<file path="src/hdl/string_id_multiplicative_hash_core_assert.svh">
// ----------------------------------------------------------------------------
// String id hash: assertion macros
// Shared concurrent assertion forms for the string id hash core.
// ----------------------------------------------------------------------------
`ifndef STRING_ID_MULTIPLICATIVE_HASH_CORE_ASSERT_SVH
`define STRING_ID_MULTIPLICATIVE_HASH_CORE_ASSERT_SVH

// Same-cycle implication, disabled during reset
`define SIDH_ASSERT_NOW(lbl, clk, rst_n, ante, cons, msg) \
    lbl: assert property (@(posedge clk) disable iff (!(rst_n)) (ante) |-> (cons)) \
        else $error(msg);

// Next-cycle implication, disabled during reset
`define SIDH_ASSERT_NEXT(lbl, clk, rst_n, ante, cons, msg) \
    lbl: assert property (@(posedge clk) disable iff (!(rst_n)) (ante) |=> (cons)) \
        else $error(msg);

`endif

</file>
<file path="src/hdl/sidh_pkg.sv">
// ----------------------------------------------------------------------------
// String id hash package
// Request types, hash constants, state encodings and mask helpers.
// ----------------------------------------------------------------------------
`default_nettype none

package sidh_pkg;

    // Word limit per name
    localparam int MAX_WORDS = 64;
    localparam int WORDS_W   = $clog2(MAX_WORDS + 1);

    // Hash constants
    localparam logic [31:0] PAD_WORD_A = 32'h9BE7_4448;
    localparam logic [31:0] PAD_WORD_B = 32'h66F4_2C48;
    localparam logic [31:0] KEY_INIT   = 32'hF4FA_8928;
    localparam logic [31:0] X_INIT     = 32'h37A8_470E;
    localparam logic [31:0] Y_INIT     = 32'h7758_B42B;
    localparam logic [31:0] KEY_XOR    = 32'h267B_0B11;
    localparam logic [31:0] X_OR_MASK  = 32'h0204_0801;
    localparam logic [31:0] X_AND_MASK = 32'hBFEF_7FDF;
    localparam logic [31:0] Y_OR_MASK  = 32'h0080_4021;
    localparam logic [31:0] Y_AND_MASK = 32'h7DFE_FBFF;

    // Byte codes used by case folding
    localparam logic [7:0] CHR_UPPER_A = 8'h41;
    localparam logic [7:0] CHR_UPPER_Z = 8'h5A;
    localparam logic [7:0] CHR_CASE    = 8'h20;
    localparam logic [7:0] CHR_BSLASH  = 8'h5C;
    localparam logic [7:0] CHR_SLASH   = 8'h2F;

    typedef struct packed {
        logic [31:0] name_word;
        logic        word_empty;
        logic        last_word;
    } t_sidh_in;

    typedef struct packed {
        logic [31:0] name_id;
        logic        too_long;
    } t_sidh_out;

    typedef enum logic [2:0] {
        S_IDLE,
        S_MUL_X,
        S_FOLD_X,
        S_MUL_Y,
        S_FOLD_Y,
        S_PAD,
        S_EMIT
    } t_sidh_state;

    typedef enum logic [1:0] {
        RND_DATA,
        RND_PAD_A,
        RND_PAD_B
    } t_sidh_round;

    // Multiplier operand masks
    function automatic logic [31:0] mask_x(input logic [31:0] v);
        mask_x = (v | X_OR_MASK) & X_AND_MASK;
    endfunction

    function automatic logic [31:0] mask_y(input logic [31:0] v);
        mask_y = (v | Y_OR_MASK) & Y_AND_MASK;
    endfunction

endpackage

`default_nettype wire

</file>
<file path="src/hdl/string_id_multiplicative_hash_core.sv">
// ----------------------------------------------------------------------------
// String id multiplicative hash core
// Operation: a word is taken, then the block stalls while the shared
//   32x32 multiplier runs the x and y halves of its round (mul, fold, each).
// A last item then runs two pad rounds and a result load, which waits on a
//   stalled output; an item whose word is empty or not taken skips its round.
// Reset (synchronous, active low) clears the accumulators, key and counters
//   to their start values, empties the output register and clears the mode.
// ----------------------------------------------------------------------------
`default_nettype none

module string_id_multiplicative_hash_core (
    input  wire logic              i_clk,
    input  wire logic              i_rst_n,
    input  wire logic              i_cfg_we,
    input  wire logic              i_cfg_wdata,
    input  wire logic              i_in_valid,
    output logic                   o_in_stall,
    input  wire sidh_pkg::t_sidh_in  i_in_req,
    output logic                   o_out_valid,
    input  wire logic              i_out_stall,
    output sidh_pkg::t_sidh_out    o_out_req
);

    import sidh_pkg::*;

    // Control and name state
    t_sidh_state         r_state, n_state;
    logic                r_fold, n_fold;
    logic [31:0]         r_x, n_x;
    logic [31:0]         r_y, n_y;
    logic [31:0]         r_key, n_key;
    logic [WORDS_W-1:0]  r_words, n_words;
    logic                r_ovf, n_ovf;
    logic                r_ended, n_ended;
    logic                r_out_valid, n_out_valid;

    // Round payload
    logic [31:0]         r_w, n_w;
    logic [31:0]         r_t, n_t;
    logic [63:0]         r_prod, n_prod;
    t_sidh_round         r_round, n_round;
    logic                r_last, n_last;
    t_sidh_out           r_out, n_out;

    logic                in_acc;
    logic [31:0]         prep_word;
    logic                prep_nul;
    logic [31:0]         pre_word;
    logic [31:0]         pre_rot;
    logic [31:0]         pre_w;
    logic [31:0]         pre_x;
    logic [31:0]         pre_y;
    logic [31:0]         mul_a;
    logic [63:0]         mul_prod;
    logic [31:0]         fold_x;
    logic [31:0]         fold_y;
    logic                out_free;

    assign in_acc   = i_in_valid && !o_in_stall;
    assign out_free = !r_out_valid || !i_out_stall;

    // Case folding (when enabled) and cut at the first NUL byte
    always_comb begin
        logic       alive;
        logic [7:0] b;
        alive     = 1'b1;
        prep_word = '0;
        prep_nul  = 1'b0;
        for (int k = 0; k < 4; k++) begin
            b = i_in_req.name_word[8*k +: 8];
            if (b == 8'h00) begin
                alive    = 1'b0;
                prep_nul = 1'b1;
            end
            if (r_fold) begin
                if (b >= CHR_UPPER_A && b <= CHR_UPPER_Z) begin
                    b = b + CHR_CASE;
                end else if (b == CHR_BSLASH) begin
                    b = CHR_SLASH;
                end
            end
            prep_word[8*k +: 8] = alive ? b : 8'h00;
        end
    end

    // Round setup: key rotate, word mixed into both accumulators
    assign pre_word = (r_state == S_PAD) ?
                      ((r_round == RND_DATA) ? PAD_WORD_A : PAD_WORD_B) : prep_word;
    assign pre_rot  = {r_key[30:0], r_key[31]};
    assign pre_w    = KEY_XOR ^ pre_rot;
    assign pre_x    = r_x ^ pre_word;
    assign pre_y    = r_y ^ pre_word;

    // Shared multiplier and the two folds
    assign mul_a    = (r_state == S_MUL_X) ? r_x : r_y;
    assign mul_prod = {32'h0, mul_a} * {32'h0, r_t};
    assign fold_x   = r_prod[31:0] + r_prod[63:32] + {31'h0, r_prod[32]};
    assign fold_y   = r_prod[31:0] + {r_prod[62:32], 1'b0} + {30'h0, r_prod[31], 1'b0};

    // Sequencer: next state and datapath updates
    always_comb begin
        n_state     = r_state;
        n_fold      = i_cfg_we ? i_cfg_wdata : r_fold;
        n_x         = r_x;
        n_y         = r_y;
        n_key       = r_key;
        n_words     = r_words;
        n_ovf       = r_ovf;
        n_ended     = r_ended;
        n_out_valid = r_out_valid && i_out_stall;
        n_w         = r_w;
        n_t         = r_t;
        n_prod      = r_prod;
        n_round     = r_round;
        n_last      = r_last;
        n_out       = r_out;

        unique case (r_state)
            S_IDLE: begin
                if (in_acc) begin
                    n_last = i_in_req.last_word;
                    if (!i_in_req.word_empty && !r_ended &&
                        i_in_req.name_word[7:0] == 8'h00) begin
                        n_ended = 1'b1;
                    end
                    if (!i_in_req.word_empty && !r_ended &&
                        i_in_req.name_word[7:0] != 8'h00 &&
                        r_words >= WORDS_W'(MAX_WORDS)) begin
                        n_ovf = 1'b1;
                    end
                    if (!i_in_req.word_empty && !r_ended &&
                        i_in_req.name_word[7:0] != 8'h00 &&
                        r_words < WORDS_W'(MAX_WORDS)) begin
                        n_key   = pre_rot;
                        n_w     = pre_w;
                        n_x     = pre_x;
                        n_y     = pre_y;
                        n_t     = mask_x(pre_w + pre_y);
                        n_words = r_words + WORDS_W'(1);
                        n_round = RND_DATA;
                        n_state = S_MUL_X;
                        if (prep_nul) begin
                            n_ended = 1'b1;
                        end
                    end else if (i_in_req.last_word) begin
                        n_round = RND_DATA;
                        n_state = S_PAD;
                    end
                end
            end
            S_PAD: begin
                n_key   = pre_rot;
                n_w     = pre_w;
                n_x     = pre_x;
                n_y     = pre_y;
                n_t     = mask_x(pre_w + pre_y);
                n_round = (r_round == RND_DATA) ? RND_PAD_A : RND_PAD_B;
                n_state = S_MUL_X;
            end
            S_MUL_X: begin
                n_prod  = mul_prod;
                n_state = S_FOLD_X;
            end
            S_FOLD_X: begin
                n_x     = fold_x;
                n_t     = mask_y(r_w + fold_x);
                n_state = S_MUL_Y;
            end
            S_MUL_Y: begin
                n_prod  = mul_prod;
                n_state = S_FOLD_Y;
            end
            S_FOLD_Y: begin
                n_y = fold_y;
                unique case (r_round)
                    RND_DATA:  n_state = r_last ? S_PAD : S_IDLE;
                    RND_PAD_A: n_state = S_PAD;
                    RND_PAD_B: n_state = S_EMIT;
                    default:   n_state = S_IDLE;
                endcase
            end
            S_EMIT: begin
                if (out_free) begin
                    n_out.name_id  = r_x ^ r_y;
                    n_out.too_long = r_ovf;
                    n_out_valid    = 1'b1;
                    n_x            = X_INIT;
                    n_y            = Y_INIT;
                    n_key          = KEY_INIT;
                    n_words        = '0;
                    n_ovf          = 1'b0;
                    n_ended        = 1'b0;
                    n_state        = S_IDLE;
                end
            end
            default: n_state = S_IDLE;
        endcase
    end

    // Control and name state registers
    always_ff @(posedge i_clk) begin
        if (!i_rst_n) begin
            r_state     <= S_IDLE;
            r_fold      <= 1'b0;
            r_x         <= X_INIT;
            r_y         <= Y_INIT;
            r_key       <= KEY_INIT;
            r_words     <= '0;
            r_ovf       <= 1'b0;
            r_ended     <= 1'b0;
            r_out_valid <= 1'b0;
        end else begin
            r_state     <= n_state;
            r_fold      <= n_fold;
            r_x         <= n_x;
            r_y         <= n_y;
            r_key       <= n_key;
            r_words     <= n_words;
            r_ovf       <= n_ovf;
            r_ended     <= n_ended;
            r_out_valid <= n_out_valid;
        end
    end

    // Payload registers
    always_ff @(posedge i_clk) begin
        r_w     <= n_w;
        r_t     <= n_t;
        r_prod  <= n_prod;
        r_round <= n_round;
        r_last  <= n_last;
        r_out   <= n_out;
    end

    assign o_in_stall  = (r_state != S_IDLE);
    assign o_out_valid = r_out_valid;
    assign o_out_req   = r_out;

    // Checks
`include "string_id_multiplicative_hash_core_assert.svh"

    `SIDH_ASSERT_NOW(a_words_bound, i_clk, i_rst_n, 1'b1, r_words <= WORDS_W'(MAX_WORDS), "word count past limit")
    `SIDH_ASSERT_NEXT(a_emit_loads, i_clk, i_rst_n, r_state == S_EMIT && out_free, r_out_valid && r_state == S_IDLE && r_words == '0 && !r_ovf, "result load did not clear name")
    `SIDH_ASSERT_NEXT(a_pad_b_emit, i_clk, i_rst_n, r_state == S_FOLD_Y && r_round == RND_PAD_B, r_state == S_EMIT, "pad rounds did not end in emit")
    `SIDH_ASSERT_NEXT(a_empty_last, i_clk, i_rst_n, in_acc && i_in_req.last_word && (i_in_req.word_empty || r_ended), r_state == S_PAD && r_round == RND_DATA, "last request without word skipped pads")

endmodule

`default_nettype wire
</file>
<file path="config.mk">
export PLATFORM = sky130hd
export DESIGN_NAME = string_id_multiplicative_hash_core
export DESIGN_NICKNAME = d
export VERILOG_FILES = /design/src/hdl/sidh_pkg.sv /design/src/hdl/string_id_multiplicative_hash_core.sv
export VERILOG_INCLUDE_DIRS = /design/src /design/src/hdl
export SDC_FILE = /design/constraint.sdc
export NUM_CORES = 2
export LEC_CHECK = 0
export BUFFER_PORTS_ARGS = -buffer_cell sky130_fd_sc_hd__buf_2
export CAP_MARGIN = 20
export CORE_UTILIZATION = 30
export DETAILED_ROUTE_END_ITERATION = 8
export GPL_ROUTABILITY_DRIVEN = 0
export PLACE_DENSITY = 0.55
export SYNTH_ARGS = -nofsm -noshare
export SYNTH_HDL_FRONTEND = slang
export SYNTH_SLANG_ARGS = --single-unit
</file>
<file path="constraint.sdc">
create_clock -name i_clk -period 13.4 [get_ports i_clk]
set_input_delay 2.68 -clock i_clk [delete_from_list [all_inputs] [get_ports i_clk]]
set_output_delay 2.68 -clock i_clk [all_outputs]
set_load 0.03 [all_outputs]
</file>
==> metrics.csv <==
metric,value,unit
routed length per instance,20.00,um
clock skew,0.03818,ns
H-tree depth,2,
leftover overflow at the end of global routing,0,
"most common cell after layout, fill and taps aside",inv_1,
"slowest stage delay, CP",0.87,ns
Crit. End Element,flop,
P&R area growth vs syn,7.403,%
yosys synthesis warning count,0,
met1 usage,0.2509,
"Seq/Total Area, Yosys",0.1361,
Final Util,0.3248,
DR iter-0 viols,2936,
Initial Util,0.3024,
hold_sp,r_words[1],
CTS tree,built,
Post-synth EDFFs,162,
post-synthesis cell count,5709,
Chip Width,418.1,um
Final #Nets,6957,
status,"finished, final reports clean",
slowest CP cell,mux2_2,
maxcap violations,0,
max_slew headroom,0.2356,
CP Data Arrival Time,10.45,ns
core area,0.1717,mm^2
ranking of synthesized cells by area,"fa_1 35%, ha_1 10%, edfxtp_1 9.4%",
#FFs+latches synth,272,
CTS Hold Bufs,0,
R2R Setup Slk,3.23,ns
share of the synthesized area in the top cell type,0.3473,
I/O Pins,75,
Synth Net Count,7070,
met2 GRT Util,0.3047,
"area leader, netlist",fa_1,
Top Family by Delay on Critical Path,adder cells,
clock latency reported for the late side of the worst-skew pair,0.57,ns
Tightest Hold Check Type,reg -> reg,
Port Buf Inserts,74,
Reg-to-Reg Start,r_state[0],
Detailed Routing Iterations Pass 1,6,
"commonest cells after routing, fill and taps aside","946 x inv_1, 901 x fa_1, 641 x and2_1",
Fin Setup TNS,0,ns
layout cells sized above 1,0.04802,
first-pass GRT wire length,250.2,mm
Die Y-Extent,418.1,um
Max Fclk,98.37,MHz
"Most Used Layer, Global Route",met2,
Worst-path clk slew,0.06,ns
Via-to-Cell Ratio,5.012,
die area,0.1748,mm^2
Final Cycle Share,0.7586,
Rows,152,
Final Critical Period,10.17,ns
Worst path most repeated cell,fa_1,
Inserted Clock Buffers,35,
Routed Antenna Nets,0,
ys flop type,edfxtp_1,
DRC viols,0,
# setup viols final,0,
DRT Wirelength,158.7,mm
R2R Path End,r_prod[62],
critical path data required time,13.69,ns
Final Max Slew Viols,0,
cells on worst reg2reg path,27,
Hold Path End,r_words[1],
Tot GR Track Use,0.1841,
Synth cell types,92,
"Cell Area, Synth",0.05194,mm^2
# resized after CTS,0,
routed vias,39780,
RSZ-0062 raised after global routing,no,
synthesized area per cell,9.098,um^2
GR Util met3,0.01468,
Worst setup SP type,flop,
CTS sink count,272,
Post-CTS Setup Inserts,0,
CTS Root Buffer Type,clkbuf_16,
largest fanout on the critical path,32,
filler instances,17870,
initial antenna violation count,6,
Fin. Hold Viols,0,
critical path class,reg -> reg,
Max Buffers Root-to-Sink,3,
worst-margin pin slew,1.135,ns
pin count of the biggest net entering global routing,69,
critical path buffer and inverter count,5,
Async SR Flop Fraction,0,
number of global-route vias before repair,41470,
Hold Path Depth,2,
dpl hpwl,126.3,mm
[flip-flops by register name (all words and copies together) (netlist names)]
signal       flops
o_out_req       33
o_out_valid      1
r_ended          1
r_fold           1
r_key           32
r_last           1
r_ovf            1
r_prod          64
r_round          2
r_state          3
r_t             31
r_w             31
r_words          7
r_x             32
r_y             32
[area by class of cell]
cell class | instances | area, um^2 | share of cell area
antenna | 5 | 12.51 | 0.0002243
multi-input combinational | 4199 | 40250 | 0.7216
tap | 2310 | 2890 | 0.05181
sequential | 272 | 7067 | 0.1267
timing repair buffer | 139 | 858.3 | 0.01539
inverter | 949 | 3562 | 0.06386
clock inverter | 20 | 178.9 | 0.003207
clock buffer | 44 | 960.9 | 0.01723
[per-stage QoR]
step                      setup slack, ns  cells  hold WS (ns)  instance area (um^2)
after floorplan                     1.813   5709        0.4090                 51940
after global placement              3.537   7868        0.4569                 54620
after detailed placement            3.420   7868        0.4648                 54620
after CTS                           3.349   7932        0.4732                 55760
after global routing                2.802   7933        0.4903                 55770
final                               3.235   7938        0.4725                 55780
[cells by family after synthesis]
family,share of synthesized area
and+or+nand+nor,0.1736
adders and majority gates,0.4484
buffers and inverters,0.08973
AOI/OAI and AO/OA,0.1071
DFF,0.1361
xor gates and xnor gates,0.03457
muxes,0.01048
[per-layer routing]
metal  part of all wire  up-vias
met5                  0        -
met4              0.040        0
met3              0.048      234
met2               0.47     1140
met1               0.44    20390
li1                   -    18020
[worst reg2reg max path, delay by kind of cell, from the launching register on]
kind,cells,cell delay [ns]
AOI/OAI and AO/OA,7,1.75
xor gates and xnor gates,1,0.12
adders and majority gates,9,4.45
buffers and inverters,5,0.68
muxes,1,0.94
and+or+nand+nor,4,1.20
DFF,1,0.74
[how the worst max path moves through the flow]
stage / to / cells past startpoint / startpoint
5_1_grt: r_prod[62] / 27 / r_state[0]
6_report: r_prod[62] / 27 / r_state[0]
4_1_cts: r_prod[62] / 27 / r_state[0]
3_5_place_dp: r_prod[62] / 27 / r_state[0]
3_3_place_gp: r_prod[62] / 27 / r_state[0]
2_1_floorplan: r_prod[62] / 30 / r_state[0]
[synth_stat cells (15+ instances only)]
library cell	count
o211ai_1	19
nand4_1	36
and2_1	641
or3_1	18
a21oi_1	274
o21ai_0	165
a22oi_1	15
mux2_2	35
a31oi_1	27
o21a_1	35
and3_1	39
o21bai_1	28
xnor2_1	114
a21o_1	102
nand2_1	571
edfxtp_1	162
fa_1	901
nor2b_1	25
nand2b_1	27
o22ai_1	20
ha_1	420
nor2_1	197
mux2i_1	15
inv_1	947
a211oi_1	34
xor2_1	91
dfxtp_1	110
nand3_1	81
nor3_1	65
clkbuf_1	274
Power is not shown: default switching activity piles up to over one toggle a cycle in this logic, so the estimate is an artifact.
